`config.mk`:
```
export PLATFORM = sky130hd
export DESIGN_NAME = spi_master_byte_shifter
export DESIGN_NICKNAME = d
export VERILOG_FILES = /design/src/hw/rtl/spims_pkg.sv /design/src/hw/rtl/spi_master_byte_shifter.sv /design/src/hw/rtl/spims_csr.sv /design/src/hw/rtl/spims_core.sv
export SDC_FILE = /design/constraint.sdc
export NUM_CORES = 1
export LEC_CHECK = 0
export BUFFER_PORTS_ARGS = -buffer_cell sky130_fd_sc_hd__buf_4
export CORE_UTILIZATION = 55
export CTS_BUF_LIST = sky130_fd_sc_hd__clkbuf_8 sky130_fd_sc_hd__clkbuf_16
export DETAILED_ROUTE_END_ITERATION = 10
export PLACE_DENSITY = 0.72
export SLEW_MARGIN = 20
export SYNTH_ARGS = -nofsm -noshare
export SYNTH_HDL_FRONTEND = slang
export SYNTH_SLANG_ARGS = --single-unit
```
`constraint.sdc`:
```
create_clock -name clock -period 17.19 [get_ports clock]
set_input_delay 0 -clock clock [delete_from_list [all_inputs] [get_ports clock]]
set_output_delay 0 -clock clock [all_outputs]
set_load 0.01 [all_outputs]
```
`src/hw/rtl/spims_pkg.sv`:
```
// Shared types and constants for the SPI master byte shifter.
// Used by spims_csr, spims_core and spi_master_byte_shifter; depends on nothing.
package spims_pkg;

   localparam int WORD_W = 8;
   localparam int BIT_W  = $clog2(WORD_W);
   localparam int RX_W   = 8;
   localparam int TX_W   = 8;
   localparam int FREQ_W = 26;
   localparam int DIV_W  = FREQ_W + 1;
   localparam int TICK_W = 19;
   localparam int CNT_W  = TICK_W + 1;
   localparam int PROD_W = CNT_W + DIV_W;
   localparam int MODE_W = 2;
   localparam int ADDR_W = 1;

   localparam int REQ_DATA_W = 16;
   localparam int RSP_DATA_W = 16;
   localparam int RSP_BITS   = RX_W + 5;
   localparam int RSP_PAD_W  = RSP_DATA_W - RSP_BITS;

   localparam logic [BIT_W-1:0]  LAST_BIT     = BIT_W'(WORD_W - 1);
   localparam logic [FREQ_W-1:0] DEFAULT_FREQ = FREQ_W'(500000);
   localparam logic [DIV_W-1:0]  RESET_TWICE  = DIV_W'(1000000);
   localparam logic [PROD_W-1:0] TICKS_PER_S  = PROD_W'(1000000);

   localparam logic [ADDR_W-1:0] REG_FREQ = ADDR_W'(0);
   localparam logic [ADDR_W-1:0] REG_MODE = ADDR_W'(1);

   typedef enum logic [MODE_W-1:0] {
      CMD_TICK   = 2'd0,
      CMD_START  = 2'd1,
      CMD_SELECT = 2'd2
   } cmd_type;

   typedef struct packed {
      logic [DIV_W-1:0] twice_freq;
      logic             cpol;
      logic             cpha;
   } cfg_type;

   typedef struct packed {
      cmd_type         mode;
      logic [TX_W-1:0] tx_byte;
      logic            select_level;
      logic            miso_level;
   } item_type;

   typedef struct packed {
      logic [RX_W-1:0] rx_byte;
      logic            done_res;
      logic            busy_res;
      logic            cs_n_level;
      logic            mosi_level;
      logic            sck_level;
   } result_type;

endpackage

```
`src/hw/rtl/spi_master_byte_shifter.sv`:
```
// SPI master byte shifter, CPOL/CPHA modes 0..3, MSB first.
// Usage: each req_ item is a command: a 1 us tick carrying MISO, the start of a
// byte exchange, or a chip-select change. Every item yields exactly one rsp_
// item with the pin levels after it (SCK, MOSI, CS_n), busy, done and rx_byte.
// The SCK half period is 1e6 / (2 * clock_frequency_hz) ticks, at least one.
// Write csr_ registers only when no item is in flight.
// An item is taken into the input register, processed in one pass, and its
// result is loaded into the result register, from which rsp_ takes it.
// Throughput: one item per cycle when rsp_ does not stall, set by the single
// state update.
// If rsp_tready is low, the result register holds its item and the input
// register holds the next one; req_tready drops only when both are full.
// Reset (synchronous): SCK 0, MOSI 0, CS_n 1, idle, 500 kHz, mode 0, both
// registers empty.
// Depends on spims_pkg, spims_csr and spims_core.
module spi_master_byte_shifter (
   input  logic                              clock,
   input  logic                              reset,
   input  logic                              req_tvalid,
   output logic                              req_tready,
   // tdata: tx_byte[7:0], select_level[8], miso_level[9], zero pad
   input  logic [spims_pkg::REQ_DATA_W-1:0]  req_tdata,
   // tuser: mode[1:0]
   input  logic [spims_pkg::MODE_W-1:0]      req_tuser,
   output logic                              rsp_tvalid,
   input  logic                              rsp_tready,
   // tdata: sck_level[0], mosi_level[1], cs_n_level[2], busy_res[3],
   //        done_res[4], rx_byte[12:5], zero pad
   output logic [spims_pkg::RSP_DATA_W-1:0]  rsp_tdata,
   input  logic                              csr_we,
   input  logic [spims_pkg::ADDR_W-1:0]      csr_addr,
   input  logic [spims_pkg::FREQ_W-1:0]      csr_wdata
);

   spims_pkg::cfg_type    cfg;
   spims_pkg::item_type   req_item;
   spims_pkg::item_type   in_ff;
   logic                  in_valid_ff, in_valid_in;
   spims_pkg::result_type step_res;
   spims_pkg::result_type rsp_ff;
   logic                  rsp_valid_ff, rsp_valid_in;
   logic                  advance;
   logic                  take;

   assign req_item.mode         = spims_pkg::cmd_type'(req_tuser);
   assign req_item.tx_byte      = req_tdata[spims_pkg::TX_W-1:0];
   assign req_item.select_level = req_tdata[spims_pkg::TX_W];
   assign req_item.miso_level   = req_tdata[spims_pkg::TX_W+1];

   assign advance    = in_valid_ff && (!rsp_valid_ff || rsp_tready);
   assign req_tready = !in_valid_ff || advance;
   assign take       = req_tvalid && req_tready;

   spims_csr u_csr (
      .clock     (clock),
      .reset     (reset),
      .csr_we    (csr_we),
      .csr_addr  (csr_addr),
      .csr_wdata (csr_wdata),
      .cfg       (cfg)
   );

   spims_core u_core (
      .clock   (clock),
      .reset   (reset),
      .step_en (advance),
      .item    (in_ff),
      .cfg     (cfg),
      .result  (step_res)
   );

   always_comb begin
      in_valid_in = in_valid_ff;
      if (take) begin
         in_valid_in = 1'b1;
      end else if (advance) begin
         in_valid_in = 1'b0;
      end
      rsp_valid_in = rsp_valid_ff;
      if (advance) begin
         rsp_valid_in = 1'b1;
      end else if (rsp_tready) begin
         rsp_valid_in = 1'b0;
      end
   end

   always_ff @(posedge clock) begin
      if (reset) begin
         in_valid_ff  <= 1'b0;
         rsp_valid_ff <= 1'b0;
      end else begin
         in_valid_ff  <= in_valid_in;
         rsp_valid_ff <= rsp_valid_in;
      end
   end

   always_ff @(posedge clock) begin
      if (take) begin
         in_ff <= req_item;
      end
      if (advance) begin
         rsp_ff <= step_res;
      end
   end

   assign rsp_tvalid = rsp_valid_ff;
   assign rsp_tdata  = {{spims_pkg::RSP_PAD_W{1'b0}}, rsp_ff};

   // A finished exchange reports idle in the same item.
   a_done_idle: assert property (@(posedge clock) disable iff (reset)
      advance && step_res.done_res |-> !step_res.busy_res)
      else $error("done reported while still busy");

   // Only a tick can complete the last bit.
   a_done_tick: assert property (@(posedge clock) disable iff (reset)
      advance && step_res.done_res |-> in_ff.mode == spims_pkg::CMD_TICK)
      else $error("done raised by a non-tick item");

   // The received byte is shown only with done.
   a_rx_zero: assert property (@(posedge clock) disable iff (reset)
      advance && !step_res.done_res |-> step_res.rx_byte == '0)
      else $error("rx_byte nonzero without done");

   // A processed item is loaded into the result register on the next edge.
   a_rsp_load: assert property (@(posedge clock) disable iff (reset)
      advance |=> rsp_valid_ff)
      else $error("processed item lost before the result register");

endmodule

```
`src/hw/rtl/spims_csr.sv`:
```
// Configuration registers of the SPI master: SCK rate and clock mode.
// Depends on spims_pkg; feeds spims_core through spims_pkg::cfg_type.
module spims_csr (
   input  logic                          clock,
   input  logic                          reset,
   input  logic                          csr_we,
   input  logic [spims_pkg::ADDR_W-1:0]  csr_addr,
   input  logic [spims_pkg::FREQ_W-1:0]  csr_wdata,
   output spims_pkg::cfg_type            cfg
);

   logic [spims_pkg::DIV_W-1:0]  twice_ff, twice_in;
   logic                         cpol_ff, cpol_in;
   logic                         cpha_ff, cpha_in;
   logic [spims_pkg::FREQ_W-1:0] freq_eff;

   // Keep 2*f rather than the half period; the core scales the tick count by it.
   assign freq_eff = (csr_wdata == '0) ? spims_pkg::DEFAULT_FREQ : csr_wdata;

   always_comb begin
      twice_in = twice_ff;
      cpol_in  = cpol_ff;
      cpha_in  = cpha_ff;
      if (csr_we) begin
         case (csr_addr)
            spims_pkg::REG_FREQ: begin
               twice_in = {freq_eff, 1'b0};
            end
            spims_pkg::REG_MODE: begin
               cpol_in = csr_wdata[1];
               cpha_in = csr_wdata[0];
            end
            default: begin
               twice_in = twice_ff;
            end
         endcase
      end
   end

   always_ff @(posedge clock) begin
      if (reset) begin
         twice_ff <= spims_pkg::RESET_TWICE;
         cpol_ff  <= 1'b0;
         cpha_ff  <= 1'b0;
      end else begin
         twice_ff <= twice_in;
         cpol_ff  <= cpol_in;
         cpha_ff  <= cpha_in;
      end
   end

   assign cfg.twice_freq = twice_ff;
   assign cfg.cpol       = cpol_ff;
   assign cfg.cpha       = cpha_ff;

endmodule

```
`src/hw/rtl/spims_core.sv`:
```
// Shifter state and the single-pass update for one item.
// Depends on spims_pkg; the top level registers the result it returns.
module spims_core (
   input  logic                  clock,
   input  logic                  reset,
   input  logic                  step_en,
   input  spims_pkg::item_type   item,
   input  spims_pkg::cfg_type    cfg,
   output spims_pkg::result_type result
);

   // tick_ff counts ticks in the current half. The half ends on the tick that
   // brings the count to 1e6 / (2f), clamped to 1, which is the same as
   // (count + 2) * 2f > 1e6; a new rate takes hold on the next tick.
   logic [spims_pkg::TICK_W-1:0] tick_ff, tick_in;
   logic [spims_pkg::BIT_W-1:0]  bit_ff, bit_in;
   logic                         phase_ff, phase_in;
   logic [spims_pkg::WORD_W-1:0] tx_ff, tx_in;
   logic [spims_pkg::WORD_W-1:0] rx_ff, rx_in;
   logic                         active_ff, active_in;
   logic                         sck_ff, sck_in;
   logic                         mosi_ff, mosi_in;
   logic                         cs_n_ff, cs_n_in;

   logic [spims_pkg::WORD_W-1:0] rx_smp;
   logic [spims_pkg::WORD_W-1:0] tx_word;
   logic [spims_pkg::CNT_W-1:0]  tick_two;
   logic [spims_pkg::PROD_W-1:0] half_prod;
   logic                         half_end;
   logic                         done;
   logic [spims_pkg::RX_W-1:0]   rx_out;

   assign rx_smp    = {rx_ff[spims_pkg::WORD_W-2:0], item.miso_level};
   assign tx_word   = spims_pkg::WORD_W'(item.tx_byte);
   assign tick_two  = {1'b0, tick_ff} + spims_pkg::CNT_W'(2);
   assign half_prod = spims_pkg::PROD_W'(tick_two) * spims_pkg::PROD_W'(cfg.twice_freq);
   assign half_end  = half_prod > spims_pkg::TICKS_PER_S;

   always_comb begin
      tick_in   = tick_ff;
      bit_in    = bit_ff;
      phase_in  = phase_ff;
      tx_in     = tx_ff;
      rx_in     = rx_ff;
      active_in = active_ff;
      sck_in    = sck_ff;
      mosi_in   = mosi_ff;
      cs_n_in   = cs_n_ff;
      done      = 1'b0;
      rx_out    = '0;
      case (item.mode)
         spims_pkg::CMD_TICK: begin
            if (active_ff) begin
               if (!half_end) begin
                  tick_in = tick_ff + spims_pkg::TICK_W'(1);
               end else begin
                  tick_in = '0;
                  if (!phase_ff) begin
                     if (!cfg.cpha) begin
                        rx_in = rx_smp;
                     end
                     sck_in   = cfg.cpol;
                     phase_in = 1'b1;
                  end else begin
                     if (cfg.cpha) begin
                        rx_in = rx_smp;
                     end
                     if (bit_ff == spims_pkg::LAST_BIT) begin
                        active_in = 1'b0;
                        bit_in    = '0;
                        phase_in  = 1'b0;
                        sck_in    = cfg.cpol;
                        done      = 1'b1;
                        rx_out    = spims_pkg::RX_W'(cfg.cpha ? rx_smp : rx_ff);
                     end else begin
                        // advance to the next bit, MSB first
                        tx_in    = {tx_ff[spims_pkg::WORD_W-2:0], 1'b0};
                        mosi_in  = tx_ff[spims_pkg::WORD_W-2];
                        sck_in   = ~cfg.cpol;
                        phase_in = 1'b0;
                        bit_in   = bit_ff + spims_pkg::BIT_W'(1);
                     end
                  end
               end
            end
         end
         spims_pkg::CMD_START: begin
            // drop a start that arrives mid-exchange
            if (!active_ff) begin
               active_in = 1'b1;
               bit_in    = '0;
               phase_in  = 1'b0;
               tick_in   = '0;
               tx_in     = tx_word;
               rx_in     = '0;
               mosi_in   = tx_word[spims_pkg::WORD_W-1];
               sck_in    = ~cfg.cpol;
            end
         end
         spims_pkg::CMD_SELECT: begin
            cs_n_in = ~item.select_level;
         end
         default: begin
            cs_n_in = cs_n_ff;
         end
      endcase
   end

   always_ff @(posedge clock) begin
      if (reset) begin
         tick_ff   <= '0;
         bit_ff    <= '0;
         phase_ff  <= 1'b0;
         tx_ff     <= '0;
         rx_ff     <= '0;
         active_ff <= 1'b0;
         sck_ff    <= 1'b0;
         mosi_ff   <= 1'b0;
         cs_n_ff   <= 1'b1;
      end else if (step_en) begin
         tick_ff   <= tick_in;
         bit_ff    <= bit_in;
         phase_ff  <= phase_in;
         tx_ff     <= tx_in;
         rx_ff     <= rx_in;
         active_ff <= active_in;
         sck_ff    <= sck_in;
         mosi_ff   <= mosi_in;
         cs_n_ff   <= cs_n_in;
      end
   end

   assign result.rx_byte    = rx_out;
   assign result.done_res   = done;
   assign result.busy_res   = active_in;
   assign result.cs_n_level = cs_n_in;
   assign result.mosi_level = mosi_in;
   assign result.sck_level  = sck_in;

endmodule

```
==> run summary <==
pre-CTS setup slack -> 6010 ps
synthesized flop and latch total -> 97
Crit path max-delay family -> adder cells
Post-synth EDFFs -> 25
worst hold path type -> in2reg
Top FF cell, synth -> dfxtp_1
critical path's largest stage delay -> 630 ps
P_leak -> 11.2 nW
max-slew violation count -> 0
vias in the first global route -> 19000
share of cells above drive strength 1 -> 5.50%
Worst Path Buf+Inv -> 4
cts bufs inserted -> 9
root buf cell -> clkbuf_16
routability cong. -> 0.964
Skew-Pair Late Insertion Delay -> 350 ps
PnR worst setup slack -> 6310 ps
largest net degree at the start of global routing -> 49
Distinct cells, synth -> 80
FFs w/ async S/R, synth -> 0%
Yosys warnings -> 0
H-tree depth -> 3
clock sinks -> 97
Chip Height -> 203 um
Max Fclk -> 91.9 MHz
post-detail-place hpwl -> 45300 um
final worst path period need -> 10880 ps
Synth Area in Simple Gates -> 19.7%
Clock transition at path regs -> 80 ps
Die Wd -> 203 um
Max Clock Skew -> 16.0 ps
setup slack, reg-to-reg -> 6310 ps
number of port buffers -> 58
adder-cell area share of the yosys netlist -> 47.3%
TritonCTS clock tree -> done
average vias per placed instance -> 5.78
first-pass detailed-route iteration total -> 5
Worst setup SP type -> flip-flop
critical path class -> reg2reg
Finish-stage setup viols -> 0
footprint of the multi-input gates -> 17800 um2
antenna-violating nets left -> 0
placed cell area -> 23200 um2
Final Cell Area -> 23900 um2
fillers -> 3469
Worst EP arrival -> 10950 ps
hold path start -> reset
Layout Utilization -> 59.9%
register cell area after layout -> 2190 um2
Pwr Density -> 23.1 nW/um2
number of DRC markers in iteration 0 -> 1269
compound-gate portion of the synthesized area -> 8.91%
Reg-to-Reg Start -> u_core.tick_ff[1]
via total after detailed routing -> 18200
status -> complete, no violations
Max-slew headroom -> 23.5%
global-route wire length before repair -> 97400 um
# rows -> 73
Synth Area in XOR/XNOR -> 1.61%
die area -> 41400 um2
Crit. Startpoint -> u_core.tick_ff[1]
Critical Path Fanout Max -> 32
mapped cell area -> 22300 um2
gate count of the mapped netlist -> 2625
worst path required time -> 17260 ps
number of I/O pins -> 68
max cap viols -> 0
initial core utilization -> 55.9%
Max clock buf depth -> 2
Slew @ Worst Pin -> 1150 ps
setup TNS -> 0 ps
core box area -> 39900 um2
largest family of logic cells by synthesized area -> adder cells
RSZ-0062 raised after global routing -> no
Crit. End Element -> flip-flop
Final nets -> 3252
Mean Syn Cell Area -> 8.50 um2
Final period util -> 63.3%
register area share after synthesis -> 9.82%
GRT Util Overall -> 29.7%
DRC viols -> 0
Crit-path slowest cell -> and3_2
initial antenna violation count -> 1
Wirelength per Cell -> 18.9 um
final hold violations -> 0
WL final -> 59500 um
GRT overflow -> 0
Layout Area Growth over Synthesis -> 7.07%
Worst VDD drop -> 0.0000600 V
Critical Path Most Common Cell -> fa_1
mux contribution to synthesized area -> 1.43%
## logic make-up (layout without fill, tap and decap cells)
family / Yosys count / in the layout
AND/OR/NAND/NOR: 920 / 920
buffers and inverters: 650 / 642
adder cells (fa/ha/maj): 588 / 588
AO/OA/AOI/OAI: 297 / 297
flip-flops: 97 / 97
XOR/XNOR: 41 / 41
multiplexers: 31 / 31
other: 1 / 4
## per-layer routing
layer	track usage (%)	share of wire, %
met1	38.8	41
met2	50.6	49
met3	3.21	6.2
met4	11.4	4.0
met5	0	0
## through the flow
step,std cells,total power [W],hold WS [ps]
after floorplan,2627,0.000307,98.9
after global placement,3084,0.000341,179
after detailed placement,3084,0.000343,180
after CTS,3144,0.000552,114
after global routing,3145,0.000570,141
final,3145,0.000551,137
## cell usage in the layout, fill, tap and decap left out, types with 17 or more instances in the layout
cell	count
a21oi_1	99
and2_1	131
buf_4	88
dfxtp_1	72
dlygate4sd3_1	44
edfxtp_1	25
fa_1	428
ha_1	160
inv_1	494
mux2i_1	24
nand2_1	467
nand2b_1	21
nand3_1	33
nand4_1	27
nor2_1	72
nor2b_1	83
nor3_1	25
o211ai_1	17
o21ai_0	42
xnor2_1	19
## where the power goes
group | leakage (nW) | internal [W] | switching, W
Combinational | 10.2 | 0.0000375 | 0.0000519
Clock | 0.150 | 0.000104 | 0.0000992
Sequential | 0.821 | 0.000241 | 0.0000176
## what timing repair did
item                      in CTS  in global routing
hold endpoints to repair      42                  0
gates resized for setup        0                  0
buffers inserted               0                  0
hold buffers                  44                  0
## worst reg2reg max path, delay by kind of cell (launching register included)
kind	cells	cell delay [ps]
fa+ha+maj	9	4260
simple gates	12	3790
compound gates	5	1650
buf+inv	4	600
flops	1	310
## final cells by class
class | instances | share of cell area (%)
Multi-Input combinational cell | 1880 | 74.4
Sequential cell | 97 | 9.17
Inverter | 494 | 7.76
Timing Repair Buffer | 132 | 4.61
Tap cell | 525 | 2.75
Clock buffer | 9 | 0.942
Clock inverter | 7 | 0.340
Antenna cell | 1 | 0.0105
## cells in the mapped netlist (21+ instances only)
library cell  instances  share of area (%)
a21oi_1              99                2.2
and2_1              131                3.7
clkbuf_1            130                2.2
dfxtp_1              72                6.5
edfxtp_1             25                3.4
fa_1                428                 38
ha_1                160                9.0
inv_1               494                8.3
mux2i_1              24                1.1
nand2_1             467                7.9
nand2b_1             21               0.59
nand3_1              33               0.74
nand4_1              27               0.76
nor2_1               72                1.2
nor2b_1              83                2.3
nor3_1               25               0.56
o21ai_0              42               0.94
xnor2_1              29                1.1
## final timing paths
path,end,cells after the start
worst max register to register,rsp_tdata[10],30
worst max-delay path,rsp_tdata[10],30
worst min-delay path,rsp_tvalid,2
worst min register to register,u_csr.twice_ff[8],2
## state kept, by name (all words and copies together), names as in the netlist, 3 cells and up
signal          count
u_core.tick_ff     19
rsp_tdata          13
u_csr.twice_ff     26
u_core.tx_ff        7
u_core.rx_ff        8
u_core.bit_ff       3
in_ff              12
No activity file was read; power rests on OpenSTA's default activity.
